`config.mk`:
```
export PLATFORM = sky130hd
export DESIGN_NAME = polyglot_format_detector_top_flat
export DESIGN_NICKNAME = d
export VERILOG_FILES = /design/src/hdl/pfd_pkg.sv /design/src/hdl/pfd_if.sv /design/src/hdl/pfd_cfg.sv /design/src/hdl/pfd_scan.sv /design/src/hdl/polyglot_format_detector_top.sv /design/src/flat_wrapper.sv
export SDC_FILE = /design/constraint.sdc
export NUM_CORES = 1
export LEC_CHECK = 0
export ABC_AREA = 1
export BUFFER_PORTS_ARGS = -buffer_cell sky130_fd_sc_hd__buf_4
export CAP_MARGIN = 20
export CORE_MARGIN = 10
export CORE_UTILIZATION = 55
export CTS_BUF_LIST = sky130_fd_sc_hd__clkbuf_8
export DETAILED_ROUTE_END_ITERATION = 16
export PLACE_DENSITY = 0.74
export SKIP_CTS_REPAIR_TIMING = 1
export SYNTH_ARGS = -nofsm -noshare
export SYNTH_HDL_FRONTEND = slang
export SYNTH_SLANG_ARGS = --single-unit
```
`constraint.sdc`:
```
create_clock -name clk_i -period 4.6 [get_ports clk_i]
set_clock_uncertainty 0.2 [all_clocks]
set_input_delay 0.23 -clock clk_i [delete_from_list [all_inputs] [get_ports clk_i]]
set_output_delay 0.23 -clock clk_i [all_outputs]
set_load 0.01 [all_outputs]
```
`src/hdl/pfd_pkg.sv`:
```
`timescale 1ns / 1ps

package pfd_pkg;

  // File signatures, as they appear in the byte window (oldest byte high)
  localparam logic [23:0] SIG_ID3    = 24'h494433;
  localparam logic [15:0] SIG_SYNC   = 16'hFFFB;
  localparam logic [31:0] MAGIC_RIFF = 32'h52494646;
  localparam logic [31:0] MAGIC_WAVE = 32'h57415645;
  localparam logic [31:0] SIG_PNG    = 32'h89504E47;
  localparam logic [31:0] SIG_ZIP    = 32'h504B0304;
  localparam logic [15:0] SIG_MZ     = 16'h4D5A;
  localparam logic [31:0] SIG_AUDT   = 32'h61754454;

  // Reset values of the window registers
  localparam logic [7:0]  ID3_WINDOW_RST  = 8'd10;
  localparam logic [15:0] SYNC_WINDOW_RST = 16'd4096;

  // Register index, taken from paddr[2]
  localparam logic REG_ID3_WINDOW  = 1'b0;
  localparam logic REG_SYNC_WINDOW = 1'b1;

  localparam int APB_AW = 3;
  localparam int APB_DW = 32;

  // Bits of the seen-flags vector
  localparam int FLAG_W = 7;
  localparam int F_MP3  = 0;
  localparam int F_ZIP  = 1;
  localparam int F_RIFF = 2;
  localparam int F_WAVE = 3;
  localparam int F_PNG  = 4;
  localparam int F_MZ   = 5;
  localparam int F_STOP = 6;

  typedef enum logic [1:0] {
    PH_LEN,
    PH_TYPE,
    PH_SKIP
  } phase_e;

  typedef struct packed {
    logic        mp3_zip_found;
    logic [31:0] zip_loc;
    logic        wav_exe_found;
    logic [31:0] mz_loc;
    logic        png_audio_found;
    logic [31:0] audio_length;
    logic        any_found;
  } result_t;

endpackage

```
`src/hdl/pfd_if.sv`:
```
`timescale 1ns / 1ps

interface pfd_in_if;
  logic       valid;
  logic       ready;
  logic [7:0] data_byte;
  logic       last_byte;

  modport source (output valid, output data_byte, output last_byte, input ready);
  modport sink (input valid, input data_byte, input last_byte, output ready);
endinterface

interface pfd_out_if;
  logic        valid;
  logic        ready;
  logic        mp3_zip_found;
  logic [31:0] zip_loc;
  logic        wav_exe_found;
  logic [31:0] mz_loc;
  logic        png_audio_found;
  logic [31:0] audio_length;
  logic        any_found;

  modport source (
    output valid, output mp3_zip_found, output zip_loc, output wav_exe_found,
    output mz_loc, output png_audio_found, output audio_length, output any_found,
    input ready
  );
  modport sink (
    input valid, input mp3_zip_found, input zip_loc, input wav_exe_found,
    input mz_loc, input png_audio_found, input audio_length, input any_found,
    output ready
  );
endinterface

```
`src/hdl/pfd_cfg.sv`:
```
`timescale 1ns / 1ps

module pfd_cfg (
  input  logic                      clk_i,
  input  logic                      rst_ni,
  input  logic                      psel,
  input  logic                      penable,
  input  logic                      pwrite,
  input  logic [pfd_pkg::APB_AW-1:0] paddr,
  input  logic [pfd_pkg::APB_DW-1:0] pwdata,
  output logic [pfd_pkg::APB_DW-1:0] prdata,
  output logic                      pready,
  output logic [7:0]                id3_window_o,
  output logic [15:0]               sync_window_o
);
  import pfd_pkg::*;

  logic        wr_en;
  logic [7:0]  id3_window_q;
  logic [15:0] sync_window_q;

  assign pready = 1'b1;
  assign wr_en  = psel && penable && pwrite;

  always_ff @(posedge clk_i or negedge rst_ni) begin
    if (!rst_ni) begin
      id3_window_q  <= ID3_WINDOW_RST;
      sync_window_q <= SYNC_WINDOW_RST;
    end else if (wr_en) begin
      if (paddr[2] == REG_ID3_WINDOW) begin
        id3_window_q <= pwdata[7:0];
      end else begin
        sync_window_q <= pwdata[15:0];
      end
    end
  end

  always_comb begin
    if (paddr[2] == REG_SYNC_WINDOW) begin
      prdata = {16'd0, sync_window_q};
    end else begin
      prdata = {24'd0, id3_window_q};
    end
  end

  assign id3_window_o  = id3_window_q;
  assign sync_window_o = sync_window_q;

endmodule

```
`src/hdl/pfd_scan.sv`:
```
`timescale 1ns / 1ps

module pfd_scan #(
  parameter int POS_WIDTH = 32
) (
  input  logic             clk_i,
  input  logic             rst_ni,
  input  logic             step_i,
  input  logic [7:0]       data_byte_i,
  input  logic             last_byte_i,
  input  logic [7:0]       id3_window_i,
  input  logic [15:0]      sync_window_i,
  output pfd_pkg::result_t result_o
);
  import pfd_pkg::*;

  localparam logic [POS_WIDTH-1:0] POS_MAX = '1;

  logic [23:0]          hist_q, hist_d;
  logic [POS_WIDTH-1:0] pos_q, pos_d;
  logic [FLAG_W-1:0]    flags_q, flags_d;
  logic [POS_WIDTH-1:0] zip_pos_q, zip_pos_d;
  logic [POS_WIDTH-1:0] mz_pos_q, mz_pos_d;
  phase_e               phase_q, phase_d;
  logic [1:0]           cnt_q, cnt_d;
  logic [31:0]          clen_q, clen_d;
  logic [32:0]          skip_q, skip_d;
  logic [32:0]          hit_q, hit_d;

  logic [15:0]          w2;
  logic [23:0]          w3;
  logic [31:0]          w4;
  logic                 sat;
  logic [32:0]          skip_dec;
  logic [POS_WIDTH+31:0] zip_ext, mz_ext;
  logic                 mz_flag, we_flag, pa_flag;

  assign w2  = {hist_q[7:0], data_byte_i};
  assign w3  = {hist_q[15:0], data_byte_i};
  assign w4  = {hist_q, data_byte_i};
  assign sat = (pos_q == POS_MAX);
  assign skip_dec = (skip_q != 33'd0) ? skip_q - 33'd1 : skip_q;

  // Next state for one byte
  always_comb begin
    hist_d    = w3;
    pos_d     = sat ? pos_q : pos_q + POS_WIDTH'(1);
    flags_d   = flags_q;
    zip_pos_d = zip_pos_q;
    mz_pos_d  = mz_pos_q;
    phase_d   = phase_q;
    cnt_d     = cnt_q;
    clen_d    = clen_q;
    skip_d    = skip_q;
    hit_d     = hit_q;

    if (w3 == SIG_ID3 && pos_q >= POS_WIDTH'(2) && pos_q < POS_WIDTH'(id3_window_i)) begin
      flags_d[F_MP3] = 1'b1;
    end
    if (w2 == SIG_SYNC && pos_q >= POS_WIDTH'(1) && pos_q < POS_WIDTH'(sync_window_i)) begin
      flags_d[F_MP3] = 1'b1;
    end
    if (!flags_q[F_ZIP] && w4 == SIG_ZIP && pos_q >= POS_WIDTH'(3)) begin
      zip_pos_d      = sat ? POS_MAX : pos_q - POS_WIDTH'(3);
      flags_d[F_ZIP] = 1'b1;
    end
    if (!flags_q[F_MZ] && w2 == SIG_MZ && pos_q >= POS_WIDTH'(1)) begin
      mz_pos_d      = sat ? POS_MAX : pos_q - POS_WIDTH'(1);
      flags_d[F_MZ] = 1'b1;
    end
    if (pos_q == POS_WIDTH'(3)) begin
      if (w4 == MAGIC_RIFF) begin
        flags_d[F_RIFF] = 1'b1;
      end
      if (w4 == SIG_PNG) begin
        flags_d[F_PNG] = 1'b1;
      end else begin
        flags_d[F_STOP] = 1'b1;
      end
    end
    if (pos_q == POS_WIDTH'(11) && w4 == MAGIC_WAVE) begin
      flags_d[F_WAVE] = 1'b1;
    end

    // PNG chunk walk: 4 length bytes, 4 type bytes, then data plus CRC
    if (flags_q[F_PNG] && !flags_q[F_STOP] && pos_q >= POS_WIDTH'(8)) begin
      case (phase_q)
        PH_LEN: begin
          clen_d = {clen_q[23:0], data_byte_i};
          if (cnt_q == 2'd3) begin
            cnt_d   = 2'd0;
            phase_d = PH_TYPE;
          end else begin
            cnt_d = cnt_q + 2'd1;
          end
        end
        PH_TYPE: begin
          if (cnt_q == 2'd3) begin
            cnt_d = 2'd0;
            if (w4 == SIG_AUDT) begin
              hit_d           = {1'b1, clen_q};
              flags_d[F_STOP] = 1'b1;
            end else begin
              skip_d  = {1'b0, clen_q} + 33'd4;
              phase_d = PH_SKIP;
            end
          end else begin
            cnt_d = cnt_q + 2'd1;
          end
        end
        PH_SKIP: begin
          skip_d = skip_dec;
          if (skip_dec == 33'd0) begin
            phase_d = PH_LEN;
            clen_d  = 32'd0;
          end
        end
        default: begin
          phase_d = PH_LEN;
        end
      endcase
    end
  end

  // Result fields, taken from the state after this byte
  always_comb begin
    zip_ext = {32'd0, zip_pos_d};
    mz_ext  = {32'd0, mz_pos_d};
    mz_flag = flags_d[F_MP3] && flags_d[F_ZIP];
    we_flag = flags_d[F_RIFF] && flags_d[F_WAVE] && flags_d[F_MZ];
    pa_flag = hit_d[32];

    result_o.mp3_zip_found   = mz_flag;
    result_o.wav_exe_found   = we_flag;
    result_o.png_audio_found = pa_flag;
    result_o.any_found       = mz_flag || we_flag || pa_flag;
    result_o.audio_length    = pa_flag ? hit_d[31:0] : 32'd0;

    if (!flags_d[F_ZIP]) begin
      result_o.zip_loc = 32'd0;
    end else if (|zip_ext[POS_WIDTH+31:32]) begin
      result_o.zip_loc = 32'hFFFF_FFFF;
    end else begin
      result_o.zip_loc = zip_ext[31:0];
    end

    if (!flags_d[F_MZ]) begin
      result_o.mz_loc = 32'd0;
    end else if (|mz_ext[POS_WIDTH+31:32]) begin
      result_o.mz_loc = 32'hFFFF_FFFF;
    end else begin
      result_o.mz_loc = mz_ext[31:0];
    end
  end

  // Last byte returns the stream state to reset for the next file
  always_ff @(posedge clk_i or negedge rst_ni) begin
    if (!rst_ni) begin
      hist_q    <= '0;
      pos_q     <= '0;
      flags_q   <= '0;
      zip_pos_q <= '0;
      mz_pos_q  <= '0;
      phase_q   <= PH_LEN;
      cnt_q     <= '0;
      clen_q    <= '0;
      skip_q    <= '0;
      hit_q     <= '0;
    end else if (step_i) begin
      if (last_byte_i) begin
        hist_q    <= '0;
        pos_q     <= '0;
        flags_q   <= '0;
        zip_pos_q <= '0;
        mz_pos_q  <= '0;
        phase_q   <= PH_LEN;
        cnt_q     <= '0;
        clen_q    <= '0;
        skip_q    <= '0;
        hit_q     <= '0;
      end else begin
        hist_q    <= hist_d;
        pos_q     <= pos_d;
        flags_q   <= flags_d;
        zip_pos_q <= zip_pos_d;
        mz_pos_q  <= mz_pos_d;
        phase_q   <= phase_d;
        cnt_q     <= cnt_d;
        clen_q    <= clen_d;
        skip_q    <= skip_d;
        hit_q     <= hit_d;
      end
    end
  end

endmodule

```
`src/hdl/polyglot_format_detector_top.sv`:
```
`timescale 1ns / 1ps
// A byte is registered on acceptance and scanned from that register; the result of a
// file is registered at the end of its last byte's scan cycle.
// Throughput: one byte per cycle; a last byte waits only while the previous result
// has not been taken.
// Reset (rst_ni, asynchronous, active low) clears the stream state and the valid flags
// of both channel registers and loads the window registers with 10 and 4096.
module polyglot_format_detector_top #(
  parameter int POS_WIDTH = 32
) (
  input  logic                       clk_i,
  input  logic                       rst_ni,
  pfd_in_if.sink                     in_if,
  pfd_out_if.source                  out_if,
  input  logic                       psel,
  input  logic                       penable,
  input  logic                       pwrite,
  input  logic [pfd_pkg::APB_AW-1:0] paddr,
  input  logic [pfd_pkg::APB_DW-1:0] pwdata,
  output logic [pfd_pkg::APB_DW-1:0] prdata,
  output logic                       pready
);
  import pfd_pkg::*;

  logic        in_valid_q;
  logic [7:0]  in_byte_q;
  logic        in_last_q;
  logic        advance;
  logic        in_ready;
  logic        out_valid_q;
  result_t     result;
  result_t     result_q;
  logic [7:0]  id3_window;
  logic [15:0] sync_window;

  pfd_cfg u_cfg (
    .clk_i         (clk_i),
    .rst_ni        (rst_ni),
    .psel          (psel),
    .penable       (penable),
    .pwrite        (pwrite),
    .paddr         (paddr),
    .pwdata        (pwdata),
    .prdata        (prdata),
    .pready        (pready),
    .id3_window_o  (id3_window),
    .sync_window_o (sync_window)
  );

  pfd_scan #(
    .POS_WIDTH (POS_WIDTH)
  ) u_scan (
    .clk_i         (clk_i),
    .rst_ni        (rst_ni),
    .step_i        (advance),
    .data_byte_i   (in_byte_q),
    .last_byte_i   (in_last_q),
    .id3_window_i  (id3_window),
    .sync_window_i (sync_window),
    .result_o      (result)
  );

  // Only a last byte needs room in the result register
  assign advance  = in_valid_q && (!in_last_q || !out_valid_q || out_if.ready);
  assign in_ready = !in_valid_q || advance;
  assign in_if.ready = in_ready;

  always_ff @(posedge clk_i or negedge rst_ni) begin
    if (!rst_ni) begin
      in_valid_q <= 1'b0;
    end else if (in_if.valid && in_ready) begin
      in_valid_q <= 1'b1;
    end else if (advance) begin
      in_valid_q <= 1'b0;
    end
  end

  always_ff @(posedge clk_i) begin
    if (in_if.valid && in_ready) begin
      in_byte_q <= in_if.data_byte;
      in_last_q <= in_if.last_byte;
    end
  end

  always_ff @(posedge clk_i or negedge rst_ni) begin
    if (!rst_ni) begin
      out_valid_q <= 1'b0;
    end else if (advance && in_last_q) begin
      out_valid_q <= 1'b1;
    end else if (out_if.ready) begin
      out_valid_q <= 1'b0;
    end
  end

  always_ff @(posedge clk_i) begin
    if (advance && in_last_q) begin
      result_q <= result;
    end
  end

  assign out_if.valid           = out_valid_q;
  assign out_if.mp3_zip_found   = result_q.mp3_zip_found;
  assign out_if.zip_loc         = result_q.zip_loc;
  assign out_if.wav_exe_found   = result_q.wav_exe_found;
  assign out_if.mz_loc          = result_q.mz_loc;
  assign out_if.png_audio_found = result_q.png_audio_found;
  assign out_if.audio_length    = result_q.audio_length;
  assign out_if.any_found       = result_q.any_found;

endmodule

```
`src/flat_wrapper.sv`:
```
// flat-port wrapper written by rule: the top's interface ports become plain ports
module polyglot_format_detector_top_flat import pfd_pkg::*;
#(
  parameter int POS_WIDTH = 32
)
  (clk_i, rst_ni, psel, penable, pwrite, paddr, pwdata, prdata, pready, in_if_valid, in_if_data_byte, in_if_last_byte, in_if_ready, out_if_valid, out_if_mp3_zip_found, out_if_zip_loc, out_if_wav_exe_found, out_if_mz_loc, out_if_png_audio_found, out_if_audio_length, out_if_any_found, out_if_ready);
  pfd_in_if in_if_i ();
  pfd_out_if out_if_i ();
  input  logic clk_i;
  input  logic rst_ni;
  input  logic psel;
  input  logic penable;
  input  logic pwrite;
  input  logic [pfd_pkg::APB_AW-1:0] paddr;
  input  logic [pfd_pkg::APB_DW-1:0] pwdata;
  output logic [pfd_pkg::APB_DW-1:0] prdata;
  output logic pready;
  input wire logic [$bits(in_if_i.valid)-1:0] in_if_valid;
  input wire logic [$bits(in_if_i.data_byte)-1:0] in_if_data_byte;
  input wire logic [$bits(in_if_i.last_byte)-1:0] in_if_last_byte;
  output wire logic [$bits(in_if_i.ready)-1:0] in_if_ready;
  output wire logic [$bits(out_if_i.valid)-1:0] out_if_valid;
  output wire logic [$bits(out_if_i.mp3_zip_found)-1:0] out_if_mp3_zip_found;
  output wire logic [$bits(out_if_i.zip_loc)-1:0] out_if_zip_loc;
  output wire logic [$bits(out_if_i.wav_exe_found)-1:0] out_if_wav_exe_found;
  output wire logic [$bits(out_if_i.mz_loc)-1:0] out_if_mz_loc;
  output wire logic [$bits(out_if_i.png_audio_found)-1:0] out_if_png_audio_found;
  output wire logic [$bits(out_if_i.audio_length)-1:0] out_if_audio_length;
  output wire logic [$bits(out_if_i.any_found)-1:0] out_if_any_found;
  input wire logic [$bits(out_if_i.ready)-1:0] out_if_ready;
  assign in_if_i.valid = in_if_valid;
  assign in_if_i.data_byte = in_if_data_byte;
  assign in_if_i.last_byte = in_if_last_byte;
  assign in_if_ready = in_if_i.ready;
  assign out_if_valid = out_if_i.valid;
  assign out_if_mp3_zip_found = out_if_i.mp3_zip_found;
  assign out_if_zip_loc = out_if_i.zip_loc;
  assign out_if_wav_exe_found = out_if_i.wav_exe_found;
  assign out_if_mz_loc = out_if_i.mz_loc;
  assign out_if_png_audio_found = out_if_i.png_audio_found;
  assign out_if_audio_length = out_if_i.audio_length;
  assign out_if_any_found = out_if_i.any_found;
  assign out_if_i.ready = out_if_ready;
  polyglot_format_detector_top #(.POS_WIDTH(POS_WIDTH)) u_core (.clk_i(clk_i), .rst_ni(rst_ni), .in_if(in_if_i), .out_if(out_if_i), .psel(psel), .penable(penable), .pwrite(pwrite), .paddr(paddr), .pwdata(pwdata), .prdata(prdata), .pready(pready));
endmodule
```
==> impl_metrics.env <==
export IMPL_most_common_library_cell_in_the_layout_ignoring_fill_and_taps="nand2_1"
export IMPL_reg2reg_depth=14
export IMPL_timing_setup_critical_path_class="flip-flop to flip-flop"
export IMPL_synth_top_cell_by_area="dfrtp_1"
export IMPL_route_final_wire_length_um=64100
export IMPL_syn_inst=2516
export IMPL_clkTransAtPathRegs_ns=0.07
export IMPL_clockRootBuffer="clkbuf_8"
export IMPL_grt_overflow_total=0
export IMPL_fraction_of_registers_with_async_set_or_reset_after_synthesis=0.701
export IMPL_core_region_area_sq_mm=0.0358
export IMPL_r2r_end="u_core.out_if.mz_loc[29]"
export IMPL_cts_htree_levels=3
export IMPL_synth_warning_count=0
export IMPL_timing_critical_path_to_type="flip-flop"
export IMPL_n_antenna_cell=0
export IMPL_crit_path_start_kind="flip-flop"
export IMPL_grtUsageTotal=0.286
export IMPL_netlist_area_leader_share=0.314
export IMPL_cpMaxStageDelayCell="nand2_2"
export IMPL_timing_critical_path_fanout_max=24
export IMPL_most_common_layout_cells="nand2_1, nor2_1, inv_1, dfrtp_1, buf_4"
export IMPL_largest_net_degree_at_the_start_of_global_routing=107
export IMPL_antenna_left=0
export IMPL_wire_per_inst_um=20.0
export IMPL_layout_drive_gt1_share=0.119
export IMPL_crit_path_cell_trace="inv_1 -> ha_1 -> inv_1 -> nor2_1 -> nand2_1 -> nor2_2 -> nand3_1 -> nand2_2 -> inv_2 -> nand2_2 -> a21oi_1 -> o21ai_0 -> nand2_1 -> nor2_1"
export IMPL_synthToLayoutAreaGrowth_pct=14.7
export IMPL_worstSkewPairLatency_ns=0.63
export IMPL_leakage_component_of_the_power_uw=0.0109
export IMPL_yosys_cell_types_count=51
export IMPL_run_status="complete, no violations"
export IMPL_dr_pass1_iters=6
export IMPL_max_cap_viol_count=0
export IMPL_fin_hold_viols=0
export IMPL_power_density_cell_area_mw_per_mm2=494
export IMPL_finish_net_count=2768
export IMPL_numCtsBuffers=66
export IMPL_row_count=69
export IMPL_yosys_register_bits=364
export IMPL_rrSetupSlack_ns=0.75
export IMPL_boundaryPins=186
export IMPL_globalplace_congestion=0.996
export IMPL_final_max_slew_violation_count=0
export IMPL_die_height_um=211
export IMPL_hp_class="input port to async pin"
export IMPL_post_dp_hpwl_um=46900
export IMPL_ctsLongestPathBuffers=3
export IMPL_final_setup_viol_count=0
export IMPL_crit_share_post_route=0.838
export IMPL_layout_min_cycle_time_ns=3.85
export IMPL_yosys_top_cells_area="dfrtp_1, edfxtp_1, nand2_1, nor2_1, inv_1"
export IMPL_regToRegStartpoint="u_core.u_scan.pos_q[0]"
export IMPL_timing_fmax_ghz=0.259
export IMPL_critical_path_required_ns=4.90
export IMPL_synth_cell_area_sq_mm=0.0201
export IMPL_tightest_slew_ns=1.11
export IMPL_synth_seq_area_share=0.481
export IMPL_cts_tree="done"
export IMPL_fin_tns_setup_ns=0
export IMPL_slew_headroom=0.263
export IMPL_cts_num_sinks=364
export IMPL_detail_route_drc_violations=0
export IMPL_drt_iter0_markers=1800
export IMPL_dieArea_sq_mm=0.0446
export IMPL_final_core_utilization=0.644
export IMPL_worstPathArrival_ns=4.15
export IMPL_worst_ir_drop_vdd_mv=0.321
export IMPL_postLayoutSetupSlackWorst_ns=0.746
export IMPL_route_detailed_vias_per_inst=5.68
export IMPL_detailedPlace_worstSlack_ns=0.820
export IMPL_vias_in_the_first_global_route=18075
export IMPL_grt_antenna_before_repair=0
export IMPL_floorplan_die_width_um=211
export IMPL_synth_edf_count=109
export IMPL_grt_pass1_wl_um=100000
export IMPL_post_synth_cell_area_avg_sq_um=7.99
export IMPL_port_buffers=150
export IMPL_floorplan_initialDensity=0.561
export IMPL_route_vias_total=18161
export IMPL_setup_repair_after_global_routing_missed_its_margin="no"
export IMPL_max_stage_delay_ns=0.48
export IMPL_synthFlopType="dfrtp_1"
-- layout make-up --
| cell class | instances | area, sq um |
|---|---|---|
| clock buffers | 74 | 1020 |
| clock inverters | 47 | 287 |
| fillers | 3037 | 12800 |
| inverters | 298 | 1120 |
| multi-input cells | 1752 | 8780 |
| flip-flops and latches | 364 | 9660 |
| well taps | 461 | 577 |
| repair buffers | 201 | 1620 |
-- power by group --
part           switching (uW)  internal [uW]  leakage, uW
Clock                    1450           1610     0.000763
Sequential                340           3650      0.00452
Combinational            3070           1270      0.00566
Total                    4860           6530       0.0109
-- cells in the mapped netlist (2+ instances only) --
library cell / number
dfstp_2: 3
buf_6: 5
inv_2: 23
edfxtp_1: 109
nand2_2: 8
nor2_1: 323
nand4_1: 43
and2_1: 34
nor2_4: 2
o22ai_1: 52
o211ai_1: 8
nor2_2: 17
and3_1: 3
nand3b_1: 3
a22o_1: 32
nand2_4: 2
clkbuf_1: 59
a32o_1: 4
ha_1: 34
conb_1: 2
or2_2: 3
a31oi_1: 6
nand3_1: 132
a21oi_1: 47
inv_1: 272
mux2i_1: 14
o21ai_0: 159
a211oi_1: 4
nor3_1: 52
buf_2: 23
dfrtp_1: 252
o31ai_1: 5
xor2_1: 78
o21ai_1: 82
nand2_1: 553
buf_4: 29
clkinv_1: 3
nor4_1: 23
-- critical path: cells and delay by family, from the launching register on --
family                   cells  cell delay [ns]
AO/OA/AOI/OAI                2             0.19
buffers and inverters        3             0.63
flip-flops                   1             0.43
AND/OR/NAND/NOR              8             1.93
adder cells (fa/ha/maj)      1             0.30
-- state kept, by name, indices dropped and copies added, names as in the netlist, 16 cells and up --
name and flops:
u_core.u_scan.mz_pos_q 32, u_core.u_scan.hist_q 24, u_core.out_if.mz_loc 32, u_core.u_scan.clen_q 32
u_core.u_scan.skip_q 33, u_core.out_if.zip_loc 32, u_core.u_scan.hit_q 33, u_core.u_scan.zip_pos_q 32
u_core.u_cfg.sync_window_o 16, u_core.u_scan.pos_q 32, u_core.out_if.audio_length 32
-- worst max path at each step --
stage / depth (start not counted) / slack [ns] / endpoint / start
6_report: 14 / 0.75 / u_core.out_if.mz_loc[29] / u_core.u_scan.pos_q[0]
5_1_grt: 14 / 0.35 / u_core.out_if.mz_loc[29] / u_core.u_scan.pos_q[0]
4_1_cts: 14 / 0.79 / u_core.out_if.mz_loc[29] / u_core.u_scan.pos_q[0]
3_5_place_dp: 14 / 0.82 / u_core.out_if.mz_loc[29] / u_core.u_scan.pos_q[0]
3_3_place_gp: 12 / 0.89 / u_core.out_if.mz_loc[22] / u_core.u_scan.pos_q[0]
2_1_floorplan: 6 / 0.57 / u_core.out_if.any_found / u_core.in_last_q
-- cells by family after synthesis --
kind of cell,synth area share
simple gates,0.254
buf+inv,0.0862
compound gates,0.116
flops,0.481
xor+xnor,0.0344
fa+ha+maj,0.0212
mux,0.00697
other cells,0.000374
-- layer usage --
metal | part of all wire | global-route usage
met1 | 0.41 | 0.355
met2 | 0.49 | 0.485
met3 | 0.055 | 0.0448
met4 | 0.040 | 0.126
met5 | 0 | 0
-- stage by stage --
step	hold slack, ns	total power, uW	instances	area (sq um)
3_3_place_gp	0.160	8230	3046	21500
4_1_cts	-0.505	11400	3167	22800
3_5_place_dp	0.173	8270	3046	21500
6_report	0.0218	11400	3197	23100
2_1_floorplan	-0.266	6880	2531	20200
5_1_grt	0.102	12100	3197	23100
Power figures use the tool's default switching activity.
